$ cat config.mk
export PLATFORM = sky130hd
export DESIGN_NAME = wheel_speed_adaptive_average_top
export DESIGN_NICKNAME = d
export VERILOG_FILES = /design/src/sv/wsa_pkg.sv /design/src/sv/wheel_speed_adaptive_average_top.sv
export SDC_FILE = /design/constraint.sdc
export NUM_CORES = 1
export LEC_CHECK = 0
export BUFFER_PORTS_ARGS = -buffer_cell sky130_fd_sc_hd__buf_2
export CAP_MARGIN = 5
export CORE_ASPECT_RATIO = 0.9
export CORE_MARGIN = 3
export CORE_UTILIZATION = 35
export DETAILED_ROUTE_END_ITERATION = 10
export GPL_ROUTABILITY_DRIVEN = 0
export GPL_TIMING_DRIVEN = 0
export HOLD_SLACK_MARGIN = 0.06
export SLEW_MARGIN = 15
export SYNTH_ARGS = -nofsm -noshare
export SYNTH_HDL_FRONTEND = slang
export SYNTH_SLANG_ARGS = --single-unit
$ cat constraint.sdc
create_clock -name clk_i -period 6.5 [get_ports clk_i]
set_input_delay 1.3 -clock clk_i [delete_from_list [all_inputs] [get_ports clk_i]]
set_output_delay 1.3 -clock clk_i [all_outputs]
set_load 0.02 [all_outputs]
$ cat src/sv/wsa_pkg.sv
// wsa_pkg: shared constants for the wheel speed adaptive average block
// register map, reset values, field widths and window sizes
// no dependencies
package wsa_pkg;

  localparam int unsigned RING_DEPTH_DEF = 10;

  localparam int unsigned CIRC_W  = 12;
  localparam int unsigned MINI_W  = 10;
  localparam int unsigned T16_W   = 16;
  localparam int unsigned SPEED_W = 16;
  localparam int unsigned WIN_W   = 4;
  localparam int unsigned TIME_W  = 32;
  localparam int unsigned SUM_W   = 20;
  localparam int unsigned DIV_W   = 22;
  localparam int unsigned DVS_W   = 16;
  localparam int unsigned ADDR_W  = 5;
  localparam int unsigned DATA_W  = 32;

  localparam logic [2:0] REG_CIRC   = 3'd0;
  localparam logic [2:0] REG_MIN    = 3'd1;
  localparam logic [2:0] REG_TOUT   = 3'd2;
  localparam logic [2:0] REG_PERIOD = 3'd3;
  localparam logic [2:0] REG_SLOW   = 3'd4;
  localparam logic [2:0] REG_MEDIUM = 3'd5;
  localparam logic [2:0] REG_FAST   = 3'd6;

  localparam logic [CIRC_W-1:0] CIRC_RST   = 12'd2100;
  localparam logic [MINI_W-1:0] MIN_RST    = 10'd50;
  localparam logic [T16_W-1:0]  TOUT_RST   = 16'd2500;
  localparam logic [T16_W-1:0]  PERIOD_RST = 16'd500;
  localparam logic [T16_W-1:0]  SLOW_RST   = 16'd2223;
  localparam logic [T16_W-1:0]  MEDIUM_RST = 16'd4167;
  localparam logic [T16_W-1:0]  FAST_RST   = 16'd6945;

  localparam logic [WIN_W-1:0] WIN_SLOW   = 4'd10;
  localparam logic [WIN_W-1:0] WIN_MEDIUM = 4'd7;
  localparam logic [WIN_W-1:0] WIN_FAST   = 4'd5;
  localparam logic [WIN_W-1:0] WIN_TOP    = 4'd3;

  localparam logic [9:0]         MM_PER_M  = 10'd1000;
  localparam logic [SPEED_W-1:0] SPEED_MAX = 16'hFFFF;

endpackage

$ cat src/sv/wheel_speed_adaptive_average_top.sv
// wheel_speed_adaptive_average_top: reed switch wheel speed with adaptive averaging window
// interval ring, report sequencer and one shared restoring divider
// depends on wsa_pkg
//
// usage
//   input stream: one beat per millisecond tick, tdata[0] is the sampled switch level
//   (0 = closed). a falling level marks a wheel edge; edge intervals above the minimum
//   go into a ring of RING_DEPTH entries.
//   output stream: one beat every report period with speed, window and sample count;
//   tuser flags a speed forced to zero by the edge timeout.
//   configuration: apb port, seven 32 bit registers at byte addresses 0 to 24.
// sequence
//   a tick without a report only passes the edge state. a report tick picks the window w
//   (3, 5, 7 or 10); with w intervals held it reads the ring one entry per cycle for the
//   sum, then runs 22 steps each of the same divider for the average and for the speed.
//   s_axis_tready is high only while the sequencer is idle.
// reset and stalls
//   reset loads the register defaults and clears the ring count, pointers and timers.
//   the result sits in an output register; the next tick is taken while it waits, and
//   the sequencer holds in its last state only if a new result is ready before that
//   beat has been taken.
module wheel_speed_adaptive_average_top #(
  parameter int unsigned RING_DEPTH = wsa_pkg::RING_DEPTH_DEF
) (
  input  logic                        clk_i,
  input  logic                        rst_ni,
  // slave stream
  input  logic                        s_axis_tvalid_i,
  output logic                        s_axis_tready_o,
  input  logic [7:0]                  s_axis_tdata_i,  // switch_level
  // master stream
  output logic                        m_axis_tvalid_o,
  input  logic                        m_axis_tready_i,
  output logic [23:0]                 m_axis_tdata_o,  // speed_mm_s, window_used, samples_held
  output logic                        m_axis_tuser_o,  // timed_out
  // apb configuration
  input  logic                        psel,
  input  logic                        penable,
  input  logic                        pwrite,
  input  logic [wsa_pkg::ADDR_W-1:0]  paddr,
  input  logic [wsa_pkg::DATA_W-1:0]  pwdata,
  output logic [wsa_pkg::DATA_W-1:0]  prdata,
  output logic                        pready
);
  import wsa_pkg::*;

  localparam int unsigned PW = (RING_DEPTH > 1) ? $clog2(RING_DEPTH) : 1;
  localparam int unsigned CW = $clog2(RING_DEPTH + 1);
  localparam int unsigned STEP_W = $clog2(DIV_W);

  localparam logic [3:0] ST_IDLE  = 4'd0;
  localparam logic [3:0] ST_EDGE  = 4'd1;
  localparam logic [3:0] ST_PICK  = 4'd2;
  localparam logic [3:0] ST_SUM   = 4'd3;
  localparam logic [3:0] ST_DIVA  = 4'd4;
  localparam logic [3:0] ST_LOADB = 4'd5;
  localparam logic [3:0] ST_DIVB  = 4'd6;
  localparam logic [3:0] ST_SAT   = 4'd7;
  localparam logic [3:0] ST_DONE  = 4'd8;

  function automatic logic [PW-1:0] ptr_dec(input logic [PW-1:0] p);
    return (p == '0) ? PW'(RING_DEPTH - 1) : p - 1'b1;
  endfunction

  function automatic logic [PW-1:0] ptr_inc(input logic [PW-1:0] p);
    return (p == PW'(RING_DEPTH - 1)) ? '0 : p + 1'b1;
  endfunction

  // configuration registers
  logic [CIRC_W-1:0] circ_q;
  logic [MINI_W-1:0] mini_q;
  logic [T16_W-1:0]  tout_lim_q, period_q, slow_q, medium_q, fast_q;
  logic              cfg_we;
  logic [2:0]        cfg_idx;

  // control state
  logic [3:0]         state_q, state_d;
  logic [TIME_W-1:0]  tick_q, last_edge_q;
  logic               edge_seen_q, prev_q, level_q;
  logic [PW-1:0]      wr_ptr_q, rd_idx_q, rd_addr;
  logic [CW-1:0]      stored_q;
  logic [WIN_W-1:0]   win_q, cnt_q, win_pick;
  logic [SPEED_W-1:0] last_speed_q, speed_q;
  logic [T16_W-1:0]   rcnt_q;
  logic               tout_q;
  logic               out_valid_q;

  // datapath
  logic [T16_W-1:0]   ring_q [RING_DEPTH];
  logic [T16_W-1:0]   rd_q;
  logic [SUM_W-1:0]   sum_q, sum_nx;
  logic [DIV_W-1:0]   quo_q, quo_nx;
  logic [DVS_W-1:0]   rem_q, rem_nx, dvs_q;
  logic [STEP_W-1:0]  step_q;
  logic [DVS_W:0]     rem_sh;
  logic [DVS_W+1:0]   diff;
  logic               ge;

  // output register
  logic [SPEED_W-1:0] out_speed_q;
  logic [WIN_W-1:0]   out_win_q, out_samp_q;
  logic               out_tout_q;

  // edge handling terms
  logic [TIME_W-1:0]  gap32, age32;
  logic [T16_W-1:0]   gap16;
  logic               falling, ring_we;
  logic [T16_W:0]     rcnt_nx;
  logic               out_free;

  assign pready  = 1'b1;
  assign cfg_idx = paddr[4:2];
  assign cfg_we  = psel & penable & pwrite & pready;

  always_comb begin
    unique case (cfg_idx)
      REG_CIRC:   prdata = DATA_W'(circ_q);
      REG_MIN:    prdata = DATA_W'(mini_q);
      REG_TOUT:   prdata = DATA_W'(tout_lim_q);
      REG_PERIOD: prdata = DATA_W'(period_q);
      REG_SLOW:   prdata = DATA_W'(slow_q);
      REG_MEDIUM: prdata = DATA_W'(medium_q);
      REG_FAST:   prdata = DATA_W'(fast_q);
      default:    prdata = '0;
    endcase
  end

  always_ff @(posedge clk_i or negedge rst_ni) begin
    if (!rst_ni) begin
      circ_q     <= CIRC_RST;
      mini_q     <= MIN_RST;
      tout_lim_q <= TOUT_RST;
      period_q   <= PERIOD_RST;
      slow_q     <= SLOW_RST;
      medium_q   <= MEDIUM_RST;
      fast_q     <= FAST_RST;
    end else if (cfg_we) begin
      unique case (cfg_idx)
        REG_CIRC:   circ_q     <= pwdata[CIRC_W-1:0];
        REG_MIN:    mini_q     <= pwdata[MINI_W-1:0];
        REG_TOUT:   tout_lim_q <= pwdata[T16_W-1:0];
        REG_PERIOD: period_q   <= pwdata[T16_W-1:0];
        REG_SLOW:   slow_q     <= pwdata[T16_W-1:0];
        REG_MEDIUM: medium_q   <= pwdata[T16_W-1:0];
        REG_FAST:   fast_q     <= pwdata[T16_W-1:0];
        default: ;
      endcase
    end
  end

  assign s_axis_tready_o = (state_q == ST_IDLE);
  assign m_axis_tvalid_o = out_valid_q;
  assign m_axis_tdata_o  = {out_samp_q, out_win_q, out_speed_q};
  assign m_axis_tuser_o  = out_tout_q;
  assign out_free        = !out_valid_q || m_axis_tready_i;

  assign falling = !level_q && prev_q;
  assign gap32   = tick_q - last_edge_q;
  assign gap16   = (|gap32[TIME_W-1:T16_W]) ? SPEED_MAX : gap32[T16_W-1:0];
  assign ring_we = (state_q == ST_EDGE) && falling && edge_seen_q &&
                   (gap16 > T16_W'(mini_q));
  assign rcnt_nx = {1'b0, rcnt_q} + 1'b1;
  assign age32   = tick_q - last_edge_q;

  always_comb begin
    if (last_speed_q < slow_q) begin
      win_pick = WIN_SLOW;
    end else if (last_speed_q < medium_q) begin
      win_pick = WIN_MEDIUM;
    end else if (last_speed_q < fast_q) begin
      win_pick = WIN_FAST;
    end else begin
      win_pick = WIN_TOP;
    end
  end

  assign rd_addr = (state_q == ST_PICK) ? ptr_dec(wr_ptr_q) : rd_idx_q;
  assign sum_nx  = sum_q + SUM_W'(rd_q);

  // shared restoring divider step
  assign rem_sh = {rem_q, quo_q[DIV_W-1]};
  assign diff   = {1'b0, rem_sh} - {2'b00, dvs_q};
  assign ge     = !diff[DVS_W+1];
  assign rem_nx = ge ? diff[DVS_W-1:0] : rem_sh[DVS_W-1:0];
  assign quo_nx = {quo_q[DIV_W-2:0], ge};

  always_comb begin
    state_d = state_q;
    unique case (state_q)
      ST_IDLE:  if (s_axis_tvalid_i) state_d = ST_EDGE;
      ST_EDGE:  state_d = (rcnt_nx < {1'b0, period_q}) ? ST_IDLE : ST_PICK;
      ST_PICK:  state_d = ({1'b0, stored_q} >= (CW+1)'(win_pick)) ? ST_SUM : ST_DONE;
      ST_SUM:   if (cnt_q == win_q - 1'b1) state_d = ST_DIVA;
      ST_DIVA:  if (step_q == STEP_W'(DIV_W - 1)) state_d = ST_LOADB;
      ST_LOADB: state_d = (quo_q == '0) ? ST_DONE : ST_DIVB;
      ST_DIVB:  if (step_q == STEP_W'(DIV_W - 1)) state_d = ST_SAT;
      ST_SAT:   state_d = ST_DONE;
      ST_DONE:  if (out_free) state_d = ST_IDLE;
      default:  state_d = ST_IDLE;
    endcase
  end

  always_ff @(posedge clk_i or negedge rst_ni) begin
    if (!rst_ni) begin
      state_q      <= ST_IDLE;
      tick_q       <= '0;
      last_edge_q  <= '0;
      edge_seen_q  <= 1'b0;
      prev_q       <= 1'b1;
      level_q      <= 1'b1;
      wr_ptr_q     <= '0;
      rd_idx_q     <= '0;
      stored_q     <= '0;
      win_q        <= WIN_FAST;
      cnt_q        <= '0;
      last_speed_q <= '0;
      speed_q      <= '0;
      rcnt_q       <= '0;
      tout_q       <= 1'b0;
      out_valid_q  <= 1'b0;
      step_q       <= '0;
    end else begin
      state_q <= state_d;
      if ((state_q == ST_DONE) && out_free) begin
        out_valid_q <= 1'b1;
      end else if (out_valid_q && m_axis_tready_i) begin
        out_valid_q <= 1'b0;
      end
      unique case (state_q)
        ST_IDLE: begin
          if (s_axis_tvalid_i) begin
            tick_q  <= tick_q + 1'b1;
            level_q <= s_axis_tdata_i[0];
          end
        end
        ST_EDGE: begin
          if (ring_we) begin
            wr_ptr_q <= ptr_inc(wr_ptr_q);
            if (stored_q != CW'(RING_DEPTH)) stored_q <= stored_q + 1'b1;
          end
          if (falling) begin
            last_edge_q <= tick_q;
            edge_seen_q <= 1'b1;
          end
          prev_q <= level_q;
          rcnt_q <= (rcnt_nx < {1'b0, period_q}) ? rcnt_nx[T16_W-1:0] : '0;
        end
        ST_PICK: begin
          win_q    <= win_pick;
          cnt_q    <= '0;
          speed_q  <= '0;
          rd_idx_q <= ptr_dec(rd_addr);
          tout_q   <= edge_seen_q && (age32 > TIME_W'(tout_lim_q));
        end
        ST_SUM: begin
          cnt_q    <= cnt_q + 1'b1;
          rd_idx_q <= ptr_dec(rd_addr);
          step_q   <= '0;
        end
        ST_DIVA, ST_DIVB: begin
          step_q <= step_q + 1'b1;
        end
        ST_LOADB: begin
          step_q <= '0;
        end
        ST_SAT: begin
          speed_q <= (|quo_q[DIV_W-1:SPEED_W]) ? SPEED_MAX : quo_q[SPEED_W-1:0];
        end
        ST_DONE: begin
          if (out_free) begin
            last_speed_q <= tout_q ? '0 : speed_q;
          end
        end
        default: ;
      endcase
    end
  end

  // ring and datapath registers
  always_ff @(posedge clk_i) begin
    if (ring_we) begin
      ring_q[wr_ptr_q] <= gap16;
    end
    rd_q <= ring_q[rd_addr];
  end

  always_ff @(posedge clk_i) begin
    unique case (state_q)
      ST_PICK: begin
        sum_q <= '0;
      end
      ST_SUM: begin
        sum_q <= sum_nx;
        quo_q <= DIV_W'(sum_nx);
        rem_q <= '0;
        dvs_q <= DVS_W'(win_q);
      end
      ST_DIVA, ST_DIVB: begin
        quo_q <= quo_nx;
        rem_q <= rem_nx;
      end
      ST_LOADB: begin
        dvs_q <= quo_q[DVS_W-1:0];
        quo_q <= DIV_W'(circ_q) * DIV_W'(MM_PER_M);
        rem_q <= '0;
      end
      ST_DONE: begin
        if (out_free) begin
          out_speed_q <= tout_q ? '0 : speed_q;
          out_win_q   <= win_q;
          out_samp_q  <= WIN_W'(stored_q);
          out_tout_q  <= tout_q;
        end
      end
      default: ;
    endcase
  end

  // checks
  a_div_nonzero : assert property (@(posedge clk_i) disable iff (!rst_ni)
    (state_q == ST_DIVA || state_q == ST_DIVB) |-> (dvs_q != '0))
    else $error("divider running with zero divisor");

  a_stored_bound : assert property (@(posedge clk_i) disable iff (!rst_ni)
    (stored_q <= CW'(RING_DEPTH)) && (wr_ptr_q < PW'(RING_DEPTH)))
    else $error("ring count or pointer out of range");

  a_sum_enough : assert property (@(posedge clk_i) disable iff (!rst_ni)
    (state_q == ST_SUM) |-> ({1'b0, stored_q} >= (CW+1)'(win_q)))
    else $error("summing more intervals than stored");

  a_win_legal : assert property (@(posedge clk_i) disable iff (!rst_ni)
    (state_q == ST_SUM) |-> (win_q == WIN_SLOW || win_q == WIN_MEDIUM ||
                             win_q == WIN_FAST || win_q == WIN_TOP))
    else $error("illegal averaging window");

  a_accept_edge : assert property (@(posedge clk_i) disable iff (!rst_ni)
    (s_axis_tvalid_i && s_axis_tready_o) |=> (state_q == ST_EDGE))
    else $error("accepted tick not handled");

endmodule

==> flow_metrics.py <==
metrics = {
    "grt": {
        "grt_pass1_wl_um": 122000,
        "grt_overflow_total": 0,
        "grt_start_max_net_pins": 99,
        "antenna_found_initial": 2,
        "first_global_vias": 21100,
        "track_usage": 0.176,
    },
    "layout": {
        "final_common_cell": "nand2_1",
        "fin_util": 0.415,
        "diodes": 0,
        "final_nets": 3366,
        "drive_above_1_share": 0.142,
        "syn2layout_area_growth_pct": 17.1,
        "final_cell_mix": "nand2_1 (441), edfxtp_1 (259), o21ai_0 (218)",
    },
    "worst_setup_path": {
        "cpLargestDelayFamily": "compound AO/OA/AOI/OAI gates",
        "cp_slowest_cell": "dfrtp_2",
        "crit_path_start_kind": "flop",
        "end_kind": "flop",
        "crit_buf_inv": 5,
        "arrival_ns": 7.05,
        "criticalPathCategory": "reg -> reg",
        "max_stage_delay_ns": 0.47,
        "crit_required_ns": 6.85,
        "cp_max_fo": 7,
    },
    "power_and_ir_drop": {
        "power_density_nw_per_um2": 358,
        "irDropWorstVdd_v": 0.000295,
        "p_leak_nw": 14.6,
    },
    "logic_synthesis": {
        "synthesis.area_um2": 29400,
        "synth-async-reset-ratio": 0.474,
        "synth-edff-count": 259,
        "yosysTopAreaCell": "edfxtp_1",
        "postSynthCellCount": 2865,
        "yosysUniqueCellTypes": 93,
        "synth_top_area_frac": 0.264,
        "synthFlopType": "edfxtp_1",
        "synth.avg_cell_area_um2": 10.3,
        "ys_ff_latch": 523,
        "synthTopCellsByArea": "edfxtp_1 (26%), dfrtp_1 (18%), ha_1 (8.8%)",
        "yosysWarningCount": 0,
        "ys_seq_area_frac": 0.488,
    },
    "die": {
        "num_rows": 100,
        "die_h_um": 281,
        "die-area_um2": 87500,
        "start_util": 0.355,
        "ios": 112,
        "die_x_um": 312,
        "coreArea_um2": 83000,
    },
    "clocking": {
        "cts.sinks": 523,
        "cts_root_buf": "clkbuf_16",
        "cts_buffers": 55,
        "clkLatencyLatePin_ns": 0.63,
        "ctsHtreeMaxLevel": 2,
        "cts_hold_buf": 0,
        "clockBufferDepth": 3,
        "clkTransAtPathRegs_ns": 0.07,
        "tritoncts": "built",
    },
    "timing": {
        "fin_skew_ns": 0.0460,
        "period_share": 1.03,
        "max_slew_margin": 0.271,
        "setup_viol": 161,
        "tightest_slew_ns": 1.09,
        "drv_slew": 0,
        "fmax_mhz": 149,
        "fin_ws_ns": -0.200,
        "grt_setup_unrepaired": "yes",
        "period_needed_ns": 6.70,
        "hold_viol": 0,
    },
    "run": {
        "drv_cap": 0,
    },
    "drt": {
        "finalWirelength_um": 79400,
        "post_drt_wl_per_cell_um": 18.7,
        "firstDrtPassIters": 6,
        "final_antenna_net_count": 0,
        "vias": 21900,
        "first_iter_violations": 1928,
        "post-route-drc-count": 0,
        "viasPerCell": 5.17,
    },
    "run_status": {
        "violations": "setup timing",
        "status": "finished, violations left",
    },
    "hold_path": {
        "min_path_type": "reg -> reg",
    },
    "place": {
        "dp_hpwl_um": 57600,
        "dp_slack_ns": -1.91,
        "portBuffers": 69,
    },
}
-- routing by layer --
layer / GRT usage / part of all wire
met5: 0 / 0.00016
met2: 0.259 / 0.42
met3: 0.0307 / 0.070
met1: 0.262 / 0.48
met4: 0.0552 / 0.030
-- timing repair --
| action | in CTS | in global routing |
|---|---|---|
| gates resized for setup | 50 | 49 |
| pin swaps | 16 | 32 |
| setup endpoints to repair | 168 | 168 |
| setup buffers | 23 | 18 |
| gates cloned | 4 | 6 |
-- cell usage after synthesis, types with 9 or more instances --
library cell	instances
fa_1	41
inv_1	207
dfrtp_1	208
nand4_1	31
nor2b_1	45
and3_1	48
a21o_1	39
edfxtp_1	259
nor2_1	141
nand3_1	76
dfxtp_1	16
nor4_1	10
xor2_1	44
buf_1	14
clkbuf_1	87
o211ai_1	14
a22o_1	10
a21oi_1	127
a31oi_1	23
mux2i_1	22
o21a_1	12
o21bai_1	11
or3_1	15
nor3_1	48
mux2_2	55
o21ai_0	222
o31ai_1	14
nand2_1	443
a311oi_1	33
ha_1	206
xnor2_1	72
nand2b_1	54
dfstp_2	40
a211oi_1	11
a221o_1	9
buf_4	20
-- final cells by class --
class / instances / area [um^2]
Buffer: 128 / 588
Clock buffer: 87 / 1710
Timing Repair Buffer: 129 / 1060
Sequential cell: 523 / 14400
Fill cell: 8023 / 48500
Tap cell: 1122 / 1400
Multi-Input combinational cell: 2019 / 14300
Inverter: 211 / 792
Clock inverter: 17 / 233
-- metrics by stage --
stage	setup TNS [ns]	cells	hold WS, ns	area, um^2	power [mW]
after floorplan	-8.20	2880	0.437	29500	7.31
after global placement	-437.90	4071	0.453	31300	8.43
after detailed placement	-296.87	4083	0.452	31500	8.52
after CTS	-13.15	4214	0.463	34000	12.2
after global routing	-48.36	4236	0.481	34400	13.1
final	-23.04	4236	0.461	34400	12.3
-- power breakdown --
part	switching [mW]	internal, mW	total [mW]
combinational	2.83	2.15	4.98
sequential	0.241	3.75	3.99
clock	1.35	2.01	3.36
total	4.42	7.90	12.3
-- flip-flops by register name (all words and copies together) (netlist names), 16 cells and up --
register,flops
dvs_q,16
fast_q,16
last_edge_q,32
last_speed_q,16
medium_q,16
out_speed_q,16
period_q,16
quo_q,22
rcnt_q,16
rd_q,16
rem_q,16
ring_q,160
slow_q,16
speed_q,16
sum_q,20
tick_q,32
tout_lim_q,16
-- worst min-delay path: stages (launching register included) --
cell	delay, ns
dfstp_2	0.37
nand2_1	0.05
nand2_1	0.05
-- path summary, 6_finish.rpt --
path                            slack [ns]                endpoint  cells past startpoint             startpoint
min in group asynchronous             0.59  rcnt_q[10]$_DFFE_PN0P_                      1                 rst_ni
worst min-delay path                  0.46      prev_q$_DFFE_PN1P_                      2     prev_q$_DFFE_PN1P_
worst min register to register        0.46      prev_q$_DFFE_PN1P_                      2     prev_q$_DFFE_PN1P_
worst max-delay path                 -0.20  ring_q[8][9]$_DFFE_PP_                     26  tick_q[4]$_DFFE_PN0P_
max in group asynchronous             4.58   fast_q[9]$_DFFE_PN1P_                      3                 rst_ni
worst max register to register       -0.20  ring_q[8][9]$_DFFE_PP_                     26  tick_q[4]$_DFFE_PN0P_
-- cell families (layout without fill, tap and decap cells) --
| group | after synthesis | count (layout) | share of synthesized area |
|---|---|---|---|
| AO/OA/AOI/OAI | 602 | 602 | 0.130 |
| XOR/XNOR | 116 | 116 | 0.0345 |
| adder cells (fa/ha/maj) | 247 | 247 | 0.116 |
| buffers and inverters | 341 | 572 | 0.0469 |
| flip-flops | 523 | 523 | 0.488 |
| multiplexers | 86 | 86 | 0.0348 |
| other | 2 | 17 | 0.000255 |
| AND/OR/NAND/NOR | 948 | 951 | 0.150 |
Note: power is estimated with default switching activity, not from simulation.
